## src/hdl/osd_bitmap_overlay_i420_macros.svh

```systemverilog
// ----------------------------------------------------------------------------
// osd bitmap overlay assertion macros
// shared concurrent check forms, clocked on clk with rst as disable
// ----------------------------------------------------------------------------
`ifndef OSD_BITMAP_OVERLAY_I420_MACROS_SVH
`define OSD_BITMAP_OVERLAY_I420_MACROS_SVH

// condition holds on every edge out of reset
`define OBO_ASSERT_ALWAYS(label, cond, msg) \
  label: assert property (@(posedge clk) disable iff (rst) (cond)) else $error(msg);

// antecedent at one edge implies consequent at the next
`define OBO_ASSERT_NEXT(label, ante, cons, msg) \
  label: assert property (@(posedge clk) disable iff (rst) (ante) |=> (cons)) \
    else $error(msg);

`endif

```

## src/hdl/obo_pkg.sv

```systemverilog
// ----------------------------------------------------------------------------
// obo_pkg
// types, register codes and fixed-point constants of the osd bitmap overlay
// ----------------------------------------------------------------------------
package obo_pkg;

  localparam int DIM_W          = 13;
  localparam int POS_W          = 12;
  localparam int COLOR_W        = 8;
  localparam int MAX_FRAME_DIM  = 4096;
  localparam int COEF_FRAC_BITS = 16;
  localparam int ACC_W          = COEF_FRAC_BITS + 11;
  localparam int CFG_IDX_W      = 3;
  localparam int CFG_DATA_W     = 13;
  localparam int LUMA_ADDR_W    = 24;
  localparam int CHROMA_ADDR_W  = 25;
  localparam int PROD_W         = 2 * DIM_W;
  localparam int HALF_PROD_W    = 2 * (DIM_W - 1);

  localparam logic [DIM_W-1:0] MAX_DIM = DIM_W'(MAX_FRAME_DIM);

  // register indexes
  localparam logic [CFG_IDX_W-1:0] REG_FRAME_WIDTH  = 3'd0;
  localparam logic [CFG_IDX_W-1:0] REG_FRAME_HEIGHT = 3'd1;
  localparam logic [CFG_IDX_W-1:0] REG_ORIGIN_X     = 3'd2;
  localparam logic [CFG_IDX_W-1:0] REG_ORIGIN_Y     = 3'd3;
  localparam logic [CFG_IDX_W-1:0] REG_COLOR_R      = 3'd4;
  localparam logic [CFG_IDX_W-1:0] REG_COLOR_G      = 3'd5;
  localparam logic [CFG_IDX_W-1:0] REG_COLOR_B      = 3'd6;

  // q-format coefficients, rounded to nearest
  localparam longint unsigned QONE = longint'(1) << COEF_FRAC_BITS;
  localparam logic signed [ACC_W-1:0] COEF_Y_R = ACC_W'((299 * QONE + 500) / 1000);
  localparam logic signed [ACC_W-1:0] COEF_Y_G = ACC_W'((587 * QONE + 500) / 1000);
  localparam logic signed [ACC_W-1:0] COEF_Y_B = ACC_W'((114 * QONE + 500) / 1000);
  localparam logic signed [ACC_W-1:0] COEF_U_R = ACC_W'((1687 * QONE + 5000) / 10000);
  localparam logic signed [ACC_W-1:0] COEF_U_G = ACC_W'((3313 * QONE + 5000) / 10000);
  localparam logic signed [ACC_W-1:0] COEF_V_G = ACC_W'((4187 * QONE + 5000) / 10000);
  localparam logic signed [ACC_W-1:0] COEF_V_B = ACC_W'((813 * QONE + 5000) / 10000);
  localparam logic signed [ACC_W-1:0] COEF_HALF = ACC_W'(QONE / 2);
  localparam logic signed [ACC_W-1:0] CHROMA_BIAS = ACC_W'(128 * QONE);

  typedef struct packed {
    logic [POS_W-1:0]   glyph_row;
    logic [POS_W-1:0]   glyph_col;
    logic [COLOR_W-1:0] pixel_bit;
  } pixel_word_t;

  typedef struct packed {
    logic                     write_enable;
    logic [LUMA_ADDR_W-1:0]   luma_address;
    logic [CHROMA_ADDR_W-1:0] u_address;
    logic [CHROMA_ADDR_W-1:0] v_address;
    logic [COLOR_W-1:0]       luma_value;
    logic [COLOR_W-1:0]       u_value;
    logic [COLOR_W-1:0]       v_value;
  } result_word_t;

  // truncate toward zero and saturate to a byte
  function automatic logic [COLOR_W-1:0] to_byte(logic signed [ACC_W-1:0] acc);
    logic [ACC_W-COEF_FRAC_BITS-1:0] whole;
    whole = acc[ACC_W-1:COEF_FRAC_BITS];
    if (acc[ACC_W-1] || (acc == '0)) begin
      return '0;
    end else if (|whole[ACC_W-COEF_FRAC_BITS-1:COLOR_W]) begin
      return '1;
    end else begin
      return whole[COLOR_W-1:0];
    end
  endfunction

endpackage

```

## src/hdl/obo_ifs.sv

```systemverilog
// ----------------------------------------------------------------------------
// obo channel interfaces
// bitmap word stream, result word stream and register write channel
// ----------------------------------------------------------------------------
interface obo_pixel_if;
  logic                 valid;
  logic                 ready;
  obo_pkg::pixel_word_t data;
  modport source (output valid, output data, input ready);
  modport sink (input valid, input data, output ready);
endinterface

interface obo_result_if;
  logic                  valid;
  logic                  ready;
  obo_pkg::result_word_t data;
  modport source (output valid, output data, input ready);
  modport sink (input valid, input data, output ready);
endinterface

interface obo_cfg_if;
  logic                               valid;
  logic                               ready;
  logic [obo_pkg::CFG_IDX_W-1:0]      index;
  logic [obo_pkg::CFG_DATA_W-1:0]     data;
  modport source (output valid, output index, output data, input ready);
  modport sink (input valid, input index, input data, output ready);
endinterface

```

## src/hdl/osd_bitmap_overlay_i420.sv

```systemverilog
// ----------------------------------------------------------------------------
// osd_bitmap_overlay_i420: bitmap bit to i420 write address and color
// a word taken into the input register passes through combinational bounds,
// address and color logic into the result register, and is held there until taken
// throughput: one word per cycle, a stalled result side holds the input
// rst loads the configuration registers with their reset values and clears the valids
// ----------------------------------------------------------------------------
`include "osd_bitmap_overlay_i420_macros.svh"

module osd_bitmap_overlay_i420 (
  input  logic         clk,
  input  logic         rst,
  obo_pixel_if.sink    pixel,
  obo_result_if.source result,
  obo_cfg_if.sink      cfg
);

  typedef struct packed {
    logic                                  in_frame;
    logic [obo_pkg::DIM_W-1:0]             x;
    logic [obo_pkg::PROD_W-1:0]            luma_prod;
    logic [obo_pkg::HALF_PROD_W-1:0]       uv_prod;
    logic [obo_pkg::PROD_W-1:0]            plane;
    logic signed [obo_pkg::ACC_W-1:0]      ya;
    logic signed [obo_pkg::ACC_W-1:0]      ua;
    logic signed [obo_pkg::ACC_W-1:0]      va;
  } mid_t;

  // configuration registers
  logic [obo_pkg::DIM_W-1:0]   frame_width;
  logic [obo_pkg::DIM_W-1:0]   frame_height;
  logic [obo_pkg::POS_W-1:0]   origin_x;
  logic [obo_pkg::POS_W-1:0]   origin_y;
  logic [obo_pkg::COLOR_W-1:0] color_r;
  logic [obo_pkg::COLOR_W-1:0] color_g;
  logic [obo_pkg::COLOR_W-1:0] color_b;

  logic                  s1_valid, s3_valid;
  logic                  s1_ready, s3_ready;
  obo_pkg::pixel_word_t  s1;
  mid_t                  mid;
  obo_pkg::result_word_t s3, s3_next;

  assign cfg.ready = 1'b1;

  always_ff @(posedge clk) begin
    if (rst) begin
      frame_width  <= obo_pkg::DIM_W'(640);
      frame_height <= obo_pkg::DIM_W'(480);
      origin_x     <= '0;
      origin_y     <= '0;
      color_r      <= '1;
      color_g      <= '1;
      color_b      <= '1;
    end else if (cfg.valid && cfg.ready) begin
      case (cfg.index)
        obo_pkg::REG_FRAME_WIDTH:  frame_width  <= cfg.data[obo_pkg::DIM_W-1:0];
        obo_pkg::REG_FRAME_HEIGHT: frame_height <= cfg.data[obo_pkg::DIM_W-1:0];
        obo_pkg::REG_ORIGIN_X:     origin_x     <= cfg.data[obo_pkg::POS_W-1:0];
        obo_pkg::REG_ORIGIN_Y:     origin_y     <= cfg.data[obo_pkg::POS_W-1:0];
        obo_pkg::REG_COLOR_R:      color_r      <= cfg.data[obo_pkg::COLOR_W-1:0];
        obo_pkg::REG_COLOR_G:      color_g      <= cfg.data[obo_pkg::COLOR_W-1:0];
        obo_pkg::REG_COLOR_B:      color_b      <= cfg.data[obo_pkg::COLOR_W-1:0];
        default: ;
      endcase
    end
  end

  // each stage moves when empty or when the one after it moves
  assign s3_ready    = !s3_valid || result.ready;
  assign s1_ready    = !s1_valid || s3_ready;
  assign pixel.ready = s1_ready;

  // bounds, products and color accumulators
  logic [obo_pkg::DIM_W-1:0]        w_cl, h_cl, line_pos, x_pos;
  logic signed [obo_pkg::ACC_W-1:0] r_s, g_s, b_s;

  always_comb begin
    w_cl = (frame_width > obo_pkg::MAX_DIM) ? obo_pkg::MAX_DIM : frame_width;
    h_cl = (frame_height > obo_pkg::MAX_DIM) ? obo_pkg::MAX_DIM : frame_height;
    line_pos = {1'b0, origin_y} + {1'b0, s1.glyph_row};
    x_pos    = {1'b0, origin_x} + {1'b0, s1.glyph_col};
    r_s = $signed({{(obo_pkg::ACC_W-obo_pkg::COLOR_W){1'b0}}, color_r});
    g_s = $signed({{(obo_pkg::ACC_W-obo_pkg::COLOR_W){1'b0}}, color_g});
    b_s = $signed({{(obo_pkg::ACC_W-obo_pkg::COLOR_W){1'b0}}, color_b});

    mid.in_frame  = (s1.pixel_bit != '0) && (line_pos < h_cl) && (x_pos < w_cl);
    mid.x         = x_pos;
    mid.luma_prod = obo_pkg::PROD_W'(line_pos) * obo_pkg::PROD_W'(w_cl);
    mid.uv_prod   = obo_pkg::HALF_PROD_W'(line_pos[obo_pkg::DIM_W-1:1])
                    * obo_pkg::HALF_PROD_W'(w_cl[obo_pkg::DIM_W-1:1]);
    mid.plane     = obo_pkg::PROD_W'(w_cl) * obo_pkg::PROD_W'(h_cl);
    mid.ya = obo_pkg::COEF_Y_R * r_s + obo_pkg::COEF_Y_G * g_s
             + obo_pkg::COEF_Y_B * b_s;
    mid.ua = obo_pkg::CHROMA_BIAS - obo_pkg::COEF_U_R * r_s
             - obo_pkg::COEF_U_G * g_s + obo_pkg::COEF_HALF * b_s;
    mid.va = obo_pkg::CHROMA_BIAS + obo_pkg::COEF_HALF * r_s
             - obo_pkg::COEF_V_G * g_s - obo_pkg::COEF_V_B * b_s;
  end

  // address sums and byte saturation
  logic [obo_pkg::CHROMA_ADDR_W-1:0] uv_off;
  logic [obo_pkg::PROD_W:0]          v_sum;

  always_comb begin
    uv_off = obo_pkg::CHROMA_ADDR_W'(mid.uv_prod)
             + obo_pkg::CHROMA_ADDR_W'(mid.x[obo_pkg::DIM_W-1:1]);
    // v base is plane * 5 / 4 = plane + plane / 4
    v_sum  = (obo_pkg::PROD_W+1)'(mid.plane) + (obo_pkg::PROD_W+1)'(mid.plane >> 2)
             + (obo_pkg::PROD_W+1)'(uv_off);
    s3_next = '0;
    if (mid.in_frame) begin
      s3_next.write_enable = 1'b1;
      s3_next.luma_address = mid.luma_prod[obo_pkg::LUMA_ADDR_W-1:0]
                             + obo_pkg::LUMA_ADDR_W'(mid.x);
      s3_next.u_address    = mid.plane[obo_pkg::CHROMA_ADDR_W-1:0] + uv_off;
      s3_next.v_address    = v_sum[obo_pkg::CHROMA_ADDR_W-1:0];
      s3_next.luma_value   = obo_pkg::to_byte(mid.ya);
      s3_next.u_value      = obo_pkg::to_byte(mid.ua);
      s3_next.v_value      = obo_pkg::to_byte(mid.va);
    end
  end

  always_ff @(posedge clk) begin
    if (rst) begin
      s1_valid <= 1'b0;
      s3_valid <= 1'b0;
    end else begin
      if (s1_ready) begin
        s1_valid <= pixel.valid;
      end
      if (s3_ready) begin
        s3_valid <= s1_valid;
      end
    end
  end

  always_ff @(posedge clk) begin
    if (s1_ready && pixel.valid) begin
      s1 <= pixel.data;
    end
    if (s3_ready && s1_valid) begin
      s3 <= s3_next;
    end
  end

  assign result.valid = s3_valid;
  assign result.data  = s3;

  `OBO_ASSERT_ALWAYS(a_dark_word_zero,
    !(s3_valid && !s3.write_enable) || (s3[$bits(s3)-2:0] == '0),
    "unwritten result word carries nonzero fields")
  `OBO_ASSERT_NEXT(a_word_moves, s1_valid && s3_ready, s3_valid,
    "word lost between input and result registers")
  `OBO_ASSERT_NEXT(a_outside_dark, s1_valid && s3_ready && !mid.in_frame,
    s3_valid && !s3.write_enable, "outside or unlit word marked for write")
  `OBO_ASSERT_NEXT(a_stall_holds_s3, s3_valid && !result.ready,
    s3_valid && $stable(s3), "stalled result word changed")

endmodule
```

## src/flat_wrapper.sv

```systemverilog
// flat-port wrapper written by rule: the top's interface ports become plain ports
module osd_bitmap_overlay_i420_flat 
  (clk, rst, pixel_valid, pixel_data, pixel_ready, result_valid, result_data, result_ready, cfg_valid, cfg_index, cfg_data, cfg_ready);
  obo_pixel_if pixel_i ();
  obo_result_if result_i ();
  obo_cfg_if cfg_i ();
  input  logic clk;
  input  logic rst;
  input wire logic [$bits(pixel_i.valid)-1:0] pixel_valid;
  input wire logic [$bits(pixel_i.data)-1:0] pixel_data;
  output wire logic [$bits(pixel_i.ready)-1:0] pixel_ready;
  output wire logic [$bits(result_i.valid)-1:0] result_valid;
  output wire logic [$bits(result_i.data)-1:0] result_data;
  input wire logic [$bits(result_i.ready)-1:0] result_ready;
  input wire logic [$bits(cfg_i.valid)-1:0] cfg_valid;
  input wire logic [$bits(cfg_i.index)-1:0] cfg_index;
  input wire logic [$bits(cfg_i.data)-1:0] cfg_data;
  output wire logic [$bits(cfg_i.ready)-1:0] cfg_ready;
  assign pixel_i.valid = pixel_valid;
  assign pixel_i.data = pixel_data;
  assign pixel_ready = pixel_i.ready;
  assign result_valid = result_i.valid;
  assign result_data = result_i.data;
  assign result_i.ready = result_ready;
  assign cfg_i.valid = cfg_valid;
  assign cfg_i.index = cfg_index;
  assign cfg_i.data = cfg_data;
  assign cfg_ready = cfg_i.ready;
  osd_bitmap_overlay_i420 u_core (.clk(clk), .rst(rst), .pixel(pixel_i), .result(result_i), .cfg(cfg_i));
endmodule
```

## config.mk

```make
export PLATFORM = sky130hd
export DESIGN_NAME = osd_bitmap_overlay_i420_flat
export DESIGN_NICKNAME = d
export VERILOG_FILES = /design/src/hdl/obo_pkg.sv /design/src/hdl/obo_ifs.sv /design/src/hdl/osd_bitmap_overlay_i420.sv /design/src/flat_wrapper.sv
export VERILOG_INCLUDE_DIRS = /design/src /design/src/hdl
export SDC_FILE = /design/constraint.sdc
export NUM_CORES = 2
export LEC_CHECK = 0
export BUFFER_PORTS_ARGS = -buffer_cell sky130_fd_sc_hd__buf_2
export CELL_PAD_IN_SITES_DETAIL_PLACEMENT = 1
export CELL_PAD_IN_SITES_GLOBAL_PLACEMENT = 1
export CORE_AREA = 8 8 247 308
export DETAILED_ROUTE_END_ITERATION = 6
export DIE_AREA = 0 0 255 316
export PLACE_DENSITY_LB_ADDON = 0.1
export SLEW_MARGIN = 40
export SYNTH_ARGS = -nofsm -noshare
export SYNTH_HDL_FRONTEND = slang
export SYNTH_SLANG_ARGS = --single-unit
```

## constraint.sdc

```tcl
create_clock -name clk -period 25.7 [get_ports clk]
set_input_delay 3.855 -clock clk [delete_from_list [all_inputs] [get_ports clk]]
set_output_delay 3.855 -clock clk [all_outputs]
set_load 0.005 [all_outputs]
```

==> flow_metrics.tcl <==
set metrics [dict create \
    synth_edf_count 131 \
    syn_area_per_cell_um2 8.93 \
    slew_headroom 0.401 \
    grt_pass1_vias 35000 \
    cts.sinks 207 \
    r2r-start "u_core.s1[20]" \
    grt_pass1_wl_um 195000 \
    drc 0 \
    cp_slowest_cell "xor2_1" \
    multi_input_comb_area_um2 29800 \
    die_h_um 316 \
    ys_seq_elements 207 \
    hold_viol 0 \
    final_nets 5716 \
    gp_congestion 0.979 \
    async_reset_ff_frac 0 \
    die_x_um 255 \
    cp-start-kind "flop" \
    grt.total_usage 0.315 \
    antenna_found_initial 5 \
    min_period_over_period 0.405 \
    fill_cells 8492 \
    yosysTopAreaCell "fa_1" \
    synth_fp_nets 5585 \
    drtIter0Drc 1310 \
    end_kind "flop" \
    vias_per_cell 5.71 \
    drtPass1Iterations 7 \
    endpoint "u_core.result.data[48]" \
    cp_data_required_time_ns 25.99 \
    hpwl_um 107000 \
    rows 110 \
    drive_gt1_frac 0.0643 \
    max-vdd-ir-drop_v 0.000342 \
    synthAdderAreaFrac 0.477 \
    p_sw_uw 2480 \
    syn_area_um2 38800 \
    place_ws_ns 15.23 \
    criticalPathCategory "reg2reg" \
    top_layer "met5" \
    die_area_um2 80600 \
    port_buffers 153 \
    critPathArrivalTime_ns 10.69 \
    path_clk_slew_ns 0.06 \
    fin_skew_ns 0.0378 \
    cts_setup_buffers 0 \
    seq_power_share 0.092 \
    synth_top_family_by_area "adder cells" \
    rrSetupSlack_ns 15.29 \
    grt_max_degree 77 \
    clk_latency_ns 0.59 \
    synth_most_common_cell "inv_1" \
    htree_num_levels 1 \
    finalWorstSetupSlack_ns 15.29 \
    drv_cap 0 \
    wirelength_um 126000 \
    switching_share 0.531 \
    crit_path_max_incr_delay_ns 0.59 \
    cp-startpoint "u_core.s1[20]" \
    synthSimpleGateAreaFrac 0.134 \
    power_density_nw_per_um2 112 \
    syn_inst 4344 \
    hold_path_class "reg2reg" \
    synth_compound_area_frac 0.106 \
    root_buffer "clkbuf_16" \
    ant_nets 0 \
    synthTopCellsByArea "fa_1 25%, ha_1 23%, edfxtp_1 10%, inv_1 8.2%, nand2_1 4.2%" \
    yosys.cell_types.count 79 \
    core_area_um2 71300 \
    cts_buffers 24 \
    clkPwrFrac 0.077 \
    wire_per_inst_um 23.1 \
    area_delta_synth_final_pct 6.97 \
    r2r-end "u_core.result.data[48]" \
    p_int_uw 2190 \
    ys_top_cells_by_count "845 x inv_1, 702 x ha_1, 486 x fa_1, 439 x nand2_1, 321 x nor2_1" \
    outcome "complete, no violations" \
    fin_crit_ns 10.41 \
    muxShareOfSynthArea 0.000258 \
    rsz0062_at_grt "no" \
    routed-wl-met3_um 5170 \
    synth_top_area_share 0.251 \
    synthFlopType "edfxtp_1" \
    clk_path_buf_depth 3 \
    critPathMaxFanout 10 \
    fin_tns_setup_ns 0 \
    yosys_warnings 0 \
    max_slew.worst_pin.slew_ns 0.889 \
    tritoncts "done" \
    wl_met2_um 65900 \
    cp_common_cell "fa_1" \
    hold_buffers 0 \
    leakage_uw 0.0211 \
    cts_resized 0 \
    finalSetupViolCount 0 \
    regArea_um2 5460 \
    start_util 0.544 \
    pwr-share-comb 0.830 \
    num_io_pins 155 \
    synth-seq-area-share 0.141 \
    wl_met1_um 42500 \
    grt.overflow.total 0 \
    vias 31100 \
    max_freq_mhz 96.1 \
    drv_slew 0 \
    worstRegToRegCells 38 \
    synth_xor_area_frac 0.0485 \
]
critical path, delay by kind of cell, from the launching register on:
kind            cells  cell delay [ns]
xor+xnor            3             0.95
compound gates     11             2.33
simple gates       10             1.64
buf+inv             4             0.46
flops               1             0.38
fa+ha+maj          10             4.37
cell type report:
class	instances	area share
multi-input combinational	3194	0.718
inverter	859	0.0777
timing repair buffer	189	0.0251
tap	952	0.0287
clock inverter	14	0.00259
antenna	2	0.000121
sequential	207	0.132
clock buffer	29	0.0167
layer usage:
layer | vias to the layer above | track usage
met5 | - | 0
met4 | 4 | 0.251
met3 | 424 | 0.0395
met2 | 833 | 0.588
met1 | 15500 | 0.309
li1 | 14400 | -
kinds of logic after synthesis:
logic type / after synthesis
simple gates: 1137
compound gates: 653
other cells: 1
mux: 1
flops: 207
xor+xnor: 214
buf+inv: 943
fa+ha+maj: 1188
cell usage in the layout, fill, tap and decap left out, types with 26 or more instances in the layout:
| cell type | netlist | final |
|---|---|---|
| xnor2_1 | 144 | 144 |
| buf_4 | 3 | 35 |
| nand3_1 | 28 | 28 |
| a21oi_1 | 255 | 254 |
| nor3_1 | 69 | 69 |
| nand2_1 | 439 | 438 |
| buf_2 | 3 | 153 |
| edfxtp_1 | 131 | 131 |
| o21bai_1 | 46 | 46 |
| inv_1 | 845 | 844 |
| o21ai_0 | 117 | 116 |
| nor2b_1 | 61 | 57 |
| fa_1 | 486 | 486 |
| and2_1 | 51 | 51 |
| dfxtp_1 | 76 | 75 |
| clkbuf_16 | 0 | 27 |
| nor2_1 | 321 | 317 |
| nand3b_1 | 26 | 26 |
| xor2_1 | 69 | 69 |
| a21o_1 | 70 | 70 |
| nand2b_1 | 26 | 26 |
| ha_1 | 702 | 701 |
how the worst min path moves through the flow:
stage	startpoint	end	slack (ns)	cells after the start
final	u_core.frame_height[2]	u_core.frame_height[2]	0.46	2
after global routing	u_core.frame_height[6]	u_core.frame_height[6]	0.47	2
after CTS	u_core.frame_height[2]	u_core.frame_height[2]	0.46	2
after detailed placement	u_core.frame_height[2]	u_core.frame_height[2]	0.45	2
after global placement	u_core.frame_height[10]	u_core.frame_height[10]	0.44	2
after floorplan	u_core.frame_height[5]	u_core.frame_height[5]	0.43	2
flip-flops by register name (all words and copies together) (netlist names):
name / flops
u_core.color_g: 8
u_core.result.valid: 1
u_core.frame_width: 13
u_core.frame_height: 13
u_core.result.data: 99
u_core.s1: 32
u_core.color_r: 8
u_core.s1_valid: 1
u_core.origin_y: 12
u_core.color_b: 8
u_core.origin_x: 12
power groups by stage:
stage / clock [uW] / combinational [uW] / sequential, uW
6_report: 361 / 3870 / 430
3_3_place_gp: 0 / 3700 / 437
4_1_cts: 366 / 3890 / 431
2_1_floorplan: 0 / 2800 / 436
5_1_grt: 377 / 4310 / 433
3_5_place_dp: 0 / 3840 / 437
stage by stage:
step                      power (uW)  std cells   util  hold WS [ns]  area, um2
after global routing            5120       5446  0.582         0.474      41500
after detailed placement        4280       5401  0.570         0.446      40700
after CTS                       4680       5444  0.581         0.456      41500
after global placement          4140       5401  0.570         0.440      40600
final                           4660       5446  0.582         0.457      41500
after floorplan                 3240       4344      -         0.430      38800
Note: power is estimated with default switching activity, not from simulation.
